==> config.mk <==
export PLATFORM = sky130hd
export DESIGN_NAME = text_console_cursor_control
export DESIGN_NICKNAME = d
export VERILOG_FILES = /design/src/hw/rtl/tccc_pkg.sv /design/src/hw/rtl/tccc_decode.sv /design/src/hw/rtl/tccc_run_buf.sv /design/src/hw/rtl/text_console_cursor_control.sv
export SDC_FILE = /design/constraint.sdc
export NUM_CORES = 1
export LEC_CHECK = 0
export BUFFER_PORTS_ARGS = -buffer_cell sky130_fd_sc_hd__buf_2
export CAP_MARGIN = 10
export CELL_PAD_IN_SITES_DETAIL_PLACEMENT = 0
export CELL_PAD_IN_SITES_GLOBAL_PLACEMENT = 2
export CORE_AREA = 10 10 187 189
export CTS_BUF_LIST = sky130_fd_sc_hd__clkbuf_16
export DETAILED_ROUTE_END_ITERATION = 10
export DIE_AREA = 0 0 197 199
export GPL_ROUTABILITY_DRIVEN = 0
export GPL_TIMING_DRIVEN = 0
export PLACE_DENSITY = 0.83
export SETUP_SLACK_MARGIN = 0.15
export SLEW_MARGIN = 25
export SYNTH_ARGS = -nofsm -noshare
export SYNTH_HDL_FRONTEND = slang
export SYNTH_SLANG_ARGS = --single-unit
==> constraint.sdc <==
create_clock -name i_clk -period 9.6 [get_ports i_clk]
set_input_delay 1.44 -clock i_clk [delete_from_list [all_inputs] [get_ports i_clk]]
set_output_delay 1.44 -clock i_clk [all_outputs]
set_load 0.05 [all_outputs]
==> src/hw/rtl/tccc_pkg.sv <==
// Shared types and codes for the text console cursor control block.
package tccc_pkg;

    // Longest command run one character byte can cause
    localparam int RunMax = 5;

    // Render command codes
    localparam logic [2:0] CmdGlyph  = 3'd0;
    localparam logic [2:0] CmdErase  = 3'd1;
    localparam logic [2:0] CmdCursor = 3'd2;
    localparam logic [2:0] CmdScroll = 3'd3;
    localparam logic [2:0] CmdClear  = 3'd4;

    // Character codes that act
    localparam logic [7:0] ChBackspace  = 8'd8;
    localparam logic [7:0] ChTab        = 8'd9;
    localparam logic [7:0] ChNewline    = 8'd10;
    localparam logic [7:0] ChFormFeed   = 8'd12;
    localparam logic [7:0] ChReturn     = 8'd13;
    localparam logic [7:0] ChPrintFirst = 8'd32;
    localparam logic [7:0] ChPrintLast  = 8'd126;
    localparam logic [7:0] TabStop      = 8'd8;

    typedef logic [6:0] t_row;
    typedef logic [7:0] t_col;

    typedef struct packed {
        logic [2:0] command;
        t_row       row;
        t_col       col;
        logic [7:0] glyph;
        logic       last;
    } t_entry;

    // Commands of one cursor move and where the cursor ends up
    typedef struct packed {
        logic [1:0]       n;
        t_entry [2:0]     entry;
        t_row             row;
        t_col             col;
    } t_move;

    // Whole command run of one byte
    typedef struct packed {
        t_entry [RunMax-1:0] entry;
        logic [2:0]          count;
    } t_run;

endpackage

==> src/hw/rtl/tccc_decode.sv <==
// Decodes one character byte against the cursor into its command run and next cursor.
module tccc_decode #(
    parameter int COLS = 160,
    parameter int ROWS = 90
) (
    input  logic [7:0]           i_char,
    input  tccc_pkg::t_row       i_row,
    input  tccc_pkg::t_col       i_col,
    output tccc_pkg::t_run       o_run,
    output tccc_pkg::t_row       o_next_row,
    output tccc_pkg::t_col       o_next_col
);

    localparam tccc_pkg::t_row RowsC   = 7'(ROWS);
    localparam tccc_pkg::t_row LastRow = 7'(ROWS - 1);
    localparam tccc_pkg::t_col ColsC   = 8'(COLS);
    localparam tccc_pkg::t_col TabEdge = 8'(COLS - 8);

    function automatic tccc_pkg::t_entry mk(input logic [2:0] cmd, input tccc_pkg::t_row r,
                                            input tccc_pkg::t_col c, input logic [7:0] g);
        tccc_pkg::t_entry e;
        e.command = cmd;
        e.row     = r;
        e.col     = c;
        e.glyph   = g;
        e.last    = 1'b0;
        return e;
    endfunction

    // Erase old cell, set target, draw new cell; scroll when target row is off screen
    function automatic tccc_pkg::t_move place(input tccc_pkg::t_row r0, input tccc_pkg::t_col c0,
                                              input tccc_pkg::t_row r, input tccc_pkg::t_col c);
        tccc_pkg::t_move m;
        tccc_pkg::t_col  nc;
        m  = '0;
        nc = (c0 >= ColsC) ? '0 : c;
        if (r0 < RowsC && c0 < ColsC) begin
            m.entry[m.n] = mk(tccc_pkg::CmdErase, r0, c0, 8'd0);
            m.n = m.n + 2'd1;
        end
        if (r < RowsC) begin
            if (nc < ColsC) begin
                m.entry[m.n] = mk(tccc_pkg::CmdCursor, r, nc, 8'd0);
                m.n = m.n + 2'd1;
            end
            m.row = r;
            m.col = nc;
        end else begin
            m.entry[m.n] = mk(tccc_pkg::CmdScroll, '0, '0, 8'd0);
            m.n = m.n + 2'd1;
            m.entry[m.n] = mk(tccc_pkg::CmdCursor, LastRow, '0, 8'd0);
            m.n = m.n + 2'd1;
            m.row = LastRow;
            m.col = '0;
        end
        return m;
    endfunction

    always_comb begin
        tccc_pkg::t_move w;
        tccc_pkg::t_move a;
        tccc_pkg::t_row  r;
        tccc_pkg::t_col  c;
        logic            printable;
        logic            acted;
        logic            clear;
        logic [2:0]      k;
        tccc_pkg::t_run  run;

        w         = '0;
        a         = '0;
        r         = i_row;
        c         = i_col;
        acted     = 1'b0;
        clear     = 1'b0;
        printable = (i_char >= tccc_pkg::ChPrintFirst) && (i_char <= tccc_pkg::ChPrintLast);

        // pending wrap from a glyph at the right edge
        if (c >= ColsC) begin
            w = place(r, c, r + 7'd1, '0);
            r = w.row;
            c = w.col;
        end

        if (printable) begin
            a     = place(r, c, r, c + 8'd1);
            acted = 1'b1;
        end else begin
            unique case (i_char)
                tccc_pkg::ChBackspace: begin
                    if (c != '0) begin
                        a     = place(r, c, r, c - 8'd1);
                        acted = 1'b1;
                    end
                end
                tccc_pkg::ChTab: begin
                    if (c < TabEdge) begin
                        a = place(r, c, r, c + (tccc_pkg::TabStop - {5'd0, c[2:0]}));
                    end else begin
                        a = place(r, c, r + 7'd1, '0);
                    end
                    acted = 1'b1;
                end
                tccc_pkg::ChNewline: begin
                    a     = place(r, c, r + 7'd1, '0);
                    acted = 1'b1;
                end
                tccc_pkg::ChFormFeed: begin
                    a     = place(r, c, 7'd1, '0);
                    acted = 1'b1;
                    clear = 1'b1;
                end
                tccc_pkg::ChReturn: begin
                    a     = place(r, c, r, '0);
                    acted = 1'b1;
                end
                default: ;
            endcase
        end

        // gather the run in order
        run = '0;
        k   = '0;
        for (int i = 0; i < 3; i++) begin
            if (2'(i) < w.n) begin
                run.entry[k] = w.entry[i];
                k = k + 3'd1;
            end
        end
        if (clear) begin
            run.entry[k] = mk(tccc_pkg::CmdClear, '0, '0, 8'd0);
            k = k + 3'd1;
        end
        for (int i = 0; i < 3; i++) begin
            if (2'(i) < a.n) begin
                run.entry[k] = a.entry[i];
                k = k + 3'd1;
            end
        end
        if (printable && c < ColsC) begin
            run.entry[k] = mk(tccc_pkg::CmdGlyph, r, c, i_char);
            k = k + 3'd1;
        end
        if (k != '0) begin
            run.entry[k - 3'd1].last = 1'b1;
        end
        run.count = k;

        o_run      = run;
        o_next_row = acted ? a.row : r;
        o_next_col = acted ? a.col : c;
    end

endmodule

==> src/hw/rtl/tccc_run_buf.sv <==
// Command run buffer and output register: hands out one command word per cycle while the receiver does not stall.
module tccc_run_buf (
    input  logic              i_clk,
    input  logic              i_rst_n,
    input  logic              i_load,
    input  tccc_pkg::t_run    i_run,
    output logic              o_can_load,
    output logic              o_valid,
    input  logic              i_stall,
    output tccc_pkg::t_entry  o_entry
);

    tccc_pkg::t_entry [tccc_pkg::RunMax-1:0] r_list;
    tccc_pkg::t_entry [tccc_pkg::RunMax-1:0] n_list;
    logic [2:0]        r_left;
    logic              r_out_vld;
    tccc_pkg::t_entry  r_out;
    logic              out_free;
    logic              pop;

    assign out_free   = !r_out_vld || !i_stall;
    assign pop        = out_free && (r_left != 3'd0);
    assign o_can_load = (r_left == 3'd0) || (r_left == 3'd1 && out_free);

    // shift the run down one entry
    always_comb begin
        n_list = '0;
        for (int i = 0; i < tccc_pkg::RunMax - 1; i++) begin
            n_list[i] = r_list[i + 1];
        end
    end

    always_ff @(posedge i_clk) begin
        if (!i_rst_n) begin
            r_left    <= 3'd0;
            r_out_vld <= 1'b0;
        end else begin
            if (out_free) begin
                r_out_vld <= pop;
            end
            if (i_load) begin
                r_left <= i_run.count;
            end else if (pop) begin
                r_left <= r_left - 3'd1;
            end
        end
    end

    always_ff @(posedge i_clk) begin
        if (pop) begin
            r_out <= r_list[0];
        end
        if (i_load) begin
            r_list <= i_run.entry;
        end else if (pop) begin
            r_list <= n_list;
        end
    end

    assign o_valid = r_out_vld;
    assign o_entry = r_out;

`ifndef NO_ASSERTIONS
    a_left_bound: assert property (@(posedge i_clk) disable iff (!i_rst_n)
        r_left <= 3'(tccc_pkg::RunMax))
        else $error("run buffer holds more commands than a run can have");

    a_load_room: assert property (@(posedge i_clk) disable iff (!i_rst_n)
        i_load |-> (r_left == 3'd0 || (r_left == 3'd1 && out_free)))
        else $error("run loaded over commands not yet sent");

    a_last_ends: assert property (@(posedge i_clk) disable iff (!i_rst_n)
        (pop && r_list[0].last) |-> (r_left == 3'd1))
        else $error("last_of_run flag not on the final buffered command");
`endif

endmodule

==> src/hw/rtl/text_console_cursor_control.sv <==
// Top level of the text console cursor control block.
// Takes one character byte per input word and keeps a text cursor (row from 1, column from 0).
// Each byte turns into a run of 0 to 5 render command words, sent one per cycle in order
// while the receiver does not stall. Command codes: draw glyph, erase cursor cell, draw
// cursor cell, scroll up, clear screen. last_of_run marks the final word of a byte's run;
// a byte that causes nothing (unknown code, backspace at column 0) yields no word. A byte
// is held in an input register, decoded against the cursor in one pass and dropped into a
// run buffer that feeds the output register. The next byte is taken while the previous run
// drains; the single output register, one word a cycle while the receiver does not stall,
// sets the byte rate. Each byte's commands pass input register, run buffer, output register.
module text_console_cursor_control #(
    parameter int COLS = 160,
    parameter int ROWS = 90
) (
    input  logic       i_clk,
    input  logic       i_rst_n,
    input  logic       i_valid,
    output logic       o_stall,
    input  logic [7:0] i_char_code,
    output logic       o_valid,
    input  logic       i_stall,
    output logic [2:0] o_command,
    output logic [6:0] o_cell_row,
    output logic [7:0] o_cell_column,
    output logic [7:0] o_glyph_code,
    output logic       o_last_of_run
);

    // input word register
    logic                r_in_vld;
    logic [7:0]          r_in_char;
    // cursor position
    tccc_pkg::t_row      r_row;
    tccc_pkg::t_col      r_col;

    tccc_pkg::t_run      run;
    tccc_pkg::t_row      n_row;
    tccc_pkg::t_col      n_col;
    tccc_pkg::t_entry    out_entry;
    logic                can_load;
    logic                load;

    // Decode the held byte against the current cursor
    tccc_decode #(
        .COLS (COLS),
        .ROWS (ROWS)
    ) u_decode (
        .i_char     (r_in_char),
        .i_row      (r_row),
        .i_col      (r_col),
        .o_run      (run),
        .o_next_row (n_row),
        .o_next_col (n_col)
    );

    // Move the run into the buffer once it has room; advance the cursor with it
    assign load    = r_in_vld && can_load;
    assign o_stall = r_in_vld && !load;

    always_ff @(posedge i_clk) begin
        if (!i_rst_n) begin
            r_in_vld <= 1'b0;
            r_row    <= 7'd1;
            r_col    <= 8'd0;
        end else begin
            if (!o_stall) begin
                r_in_vld <= i_valid;
            end
            if (load) begin
                r_row <= n_row;
                r_col <= n_col;
            end
        end
    end

    // Hold the byte until decoded
    always_ff @(posedge i_clk) begin
        if (i_valid && !o_stall) begin
            r_in_char <= i_char_code;
        end
    end

    tccc_run_buf u_run_buf (
        .i_clk      (i_clk),
        .i_rst_n    (i_rst_n),
        .i_load     (load),
        .i_run      (run),
        .o_can_load (can_load),
        .o_valid    (o_valid),
        .i_stall    (i_stall),
        .o_entry    (out_entry)
    );

    assign o_command     = out_entry.command;
    assign o_cell_row    = out_entry.row;
    assign o_cell_column = out_entry.col;
    assign o_glyph_code  = out_entry.glyph;
    assign o_last_of_run = out_entry.last;

`ifndef NO_ASSERTIONS
    a_cursor_range: assert property (@(posedge i_clk) disable iff (!i_rst_n)
        (r_row >= 7'd1) && (r_row < 7'(ROWS)) && (r_col <= 8'(COLS)))
        else $error("cursor left the screen area");
`endif

endmodule

==> summary.txt <==
Floorplanning
  – Site Rows: 65
  – Initial Util: between 30% and 40%
  – Core area: around 31000 µm²
  – Die area: around 39000 µm²
  – Die span in y: roughly 200 µm
  – Number of I/O pins: 41
  – Die Span X: between 150 and 200 µm

Detailed routing
  – Post-route ant nets: 0
  – Detailed-route DRC error count: 0
  – Starting DRT DRC Count: 1585
  – Final wirelength: roughly 47000 µm
  – Vias/cell: around 6.3
  – DR pass1 iterations: 6
  – Vias after detailed routing: about 12k
  – Wire length per cell: about 25 µm

Clock network
  – Clk buf depth: 2
  – Worst skew pair latency: 0.47 ns
  – CTS tree: yes
  – Clk sinks: 190
  – H-tree Lvls: 4
  – Root buf cell: clkbuf_16
  – CTS buffer count: 17
  – Clock-pin slew on the worst setup and hold paths: 0.08 ns
  – CTS hold repair buffers: 0

Synthesis
  – Top-area cell type share of the netlist area: slightly above 40%
  – Avg Cell Area, Syn: around 9 µm²
  – Sequential area share after synthesis: roughly 45%
  – Post-Syn Area: approximately 12000 µm²
  – EDFF count, synth: 170
  – Synthesis Warnings: 0
  – Asr flop ratio synth: 0%
  – Yosys cell types: 91
  – Ys flop type: edfxtp_1
  – Synth Register Bits: 190
  – Post-Syn Instances: roughly 1.4k
  – Dominant cells by area after synthesis: edfxtp_1 (41%), nand2_1 (6.2%), o21ai_0 (4.8%)
  – Synth area leader: edfxtp_1

Cells and area
  – Final core occ: between 40 and 50%
  – Post-layout nets: approximately 1.5k
  – Share of layout cells above drive strength 1: 10.6%
  – Commonest non-fill, non-tap cell in the layout: nand2_1
  – # fillers: 3147
  – Area Overhead vs Synth: 12.2%
  – Most frequent cells in the layout: nand2_1 (203), edfxtp_1 (170), o21ai_0 (118)
  – Number of diodes: 0

STA
  – Final Slew Violations: 0
  – Final WS setup: 0.636 ns
  – Final Skew: about 0.017 ns
  – Highest clock rate: approximately 110 MHz
  – RSZ-0062 raised after global routing: false
  – Hold Vio Cnt, Final: 0
  – Final setup vio count: 0
  – Worst slew margin: between 20% and 30%
  – Tcrit/Tclk final: between 90% and 100%
  – Worst Tran Pin Value: approximately 1.2 ns
  – Min Tclk post-route: 8.96 ns

Outcome
  – Status: completed

Setup path
  – Worst reg-to-reg setup slack: between 0.6 and 0.7 ns
  – CP Launch Type: flop
  – Reg2Reg Capture Point: u_run_buf.n_list[14]$_DFFE_PP_
  – Critical path endpoint category: flop
  – Delay of the slowest cell on the worst path: 0.43 ns
  – Crit Path Category: reg -> reg
  – Cell family with most CP delay: compound AO/OA/AOI/OAI gates
  – R2R depth: 35
  – Worst path slowest cell: a222oi_1
  – CP bufs+invs: 9
  – Critical path arrival: approximately 9.2 ns
  – R2r startpoint: r_col[6]$_SDFFE_PN0P_
  – CP max FO: 10
  – CP Data Required Time: ~9.8 ns

Global route
  – Largest net degree at the start of global routing: 53
  – First-pass GRT wire length: between 60000 and 70000 µm
  – Vias in the first global route: 10.8k
  – Gr usage total: a little under a quarter
  – Global route overflow: 0
  – Initial antenna violation count: 0

Hold path
  – Hold EP: u_run_buf.o_entry[12]$_DFFE_PP_
  – Hold path cells: 0
  – Hold Crit Class: reg -> reg
  – Hold wc startpoint: u_run_buf.r_list[12]$_DFFE_PP_

Job
  – Max Cap Viol: 0

Power
  – Power Total: between 4 and 5 mW
  – P_leak: 4.90 nW
  – Worst VDD drop: roughly 0.14 mV
  – Power per cell area: approximately 300 nW/µm²

Place
  – Pre-CTS WS: -0.996 ns
  – IO Port Bufs: 39
  – Placed wire-length estimate: around 35000 µm
==> cell type report <==
type / count / area [µm²] / area share [%]
multi-input combinational: 1062 / 6490 / 46.9
sequential: 190 / 5510 / 39.8
inverter: 34 / 128 / 0.921
tap: 402 / 503 / 3.63
clock buffer: 17 / 425 / 3.07
timing repair buffer: 47 / 303 / 2.19
clock inverter: 14 / 113 / 0.813
buffer: 83 / 384 / 2.77
==> power breakdown <==
part / internal, mW / total, mW / switching (mW)
Combinational: 0.504 / 1.85 / 1.35
Sequential: 1.52 / 1.63 / 0.111
Clock: 0.336 / 0.689 / 0.353
Total: 2.36 / 4.17 / 1.81
==> cells in the mapped netlist, types with 15 or more instances <==
cell type and number:
buf_2 18, and2_1 24, nand2_1 204, nor3_1 34, clkbuf_1 56, a21oi_1 76
edfxtp_1 170, a22oi_1 18, o211ai_1 20, nand3_1 53, dfxtp_1 20, ha_1 38
xnor2_1 27, nand4_1 18, nor2_1 106, o21ai_1 20, inv_1 33, and3_1 15
o22ai_1 42, a31oi_1 22, o21ai_0 119
==> logic make-up after synthesis <==
family / after synthesis / share of synthesized area [%]
xor+xnor: 32 / 2.27
flops: 190 / 44.6
buf+inv: 117 / 4.11
other cells: 1 / 0.0304
simple gates: 516 / 19.6
fa+ha+maj: 38 / 3.85
compound gates: 466 / 24.8
mux: 8 / 0.740
==> metal layers <==
metal / GRT usage, % / wire length [µm] / part of all wire [%] / vias to the layer above
li1: - / - / - / 5304
met1: 31.6 / 20600 / 44 / 5654
met2: 37.9 / 21600 / 46 / 570
met3: 4.31 / 3580 / 7.6 / 79
met4: 7.26 / 1090 / 2.3 / 0
met5: 0 / 0 / 0 / -
==> worst max-delay path by stage <==
stage                                     start  cells after the start                                  to
after floorplan           r_row[0]$_SDFFE_PN1P_                     40      u_run_buf.n_list[49]$_DFFE_PP_
after global placement    r_col[7]$_SDFFE_PN0P_                     35  u_run_buf.n_list[95]$_SDFFCE_PN0P_
after detailed placement  r_col[7]$_SDFFE_PN0P_                     35  u_run_buf.n_list[95]$_SDFFCE_PN0P_
after CTS                 r_row[0]$_SDFFE_PN1P_                     40      u_run_buf.n_list[14]$_DFFE_PP_
after global routing      r_col[6]$_SDFFE_PN0P_                     35      u_run_buf.n_list[14]$_DFFE_PP_
final                     r_col[6]$_SDFFE_PN0P_                     35      u_run_buf.n_list[14]$_DFFE_PP_
==> sequential cells by signal, indices dropped and copies added (netlist names) <==
signal / cells
r_col: 8
r_in_char: 8
r_in_vld: 1
r_row: 7
u_run_buf.n_list: 108
u_run_buf.o_entry: 27
u_run_buf.o_valid: 1
u_run_buf.r_left: 3
u_run_buf.r_list: 27
==> per-stage QoR <==
stage / TNS [ns] / hold slack, ns / std cells / area, µm²
floorplan: 0 / 0.400 / 1369 / 12300
global placement: -68.75 / 0.401 / 1810 / 13000
detailed placement: -67.74 / 0.405 / 1814 / 13100
CTS: 0 / 0.422 / 1845 / 13700
global route: 0 / 0.425 / 1849 / 13800
finish: 0 / 0.420 / 1849 / 13800
==> timing repair <==
item,CTS,global route
setup buffers,0,4
endpoints found under the setup margin,125,125
gates resized for setup,15,15
pin swaps,0,5
(Power assumes the default switching activity.)
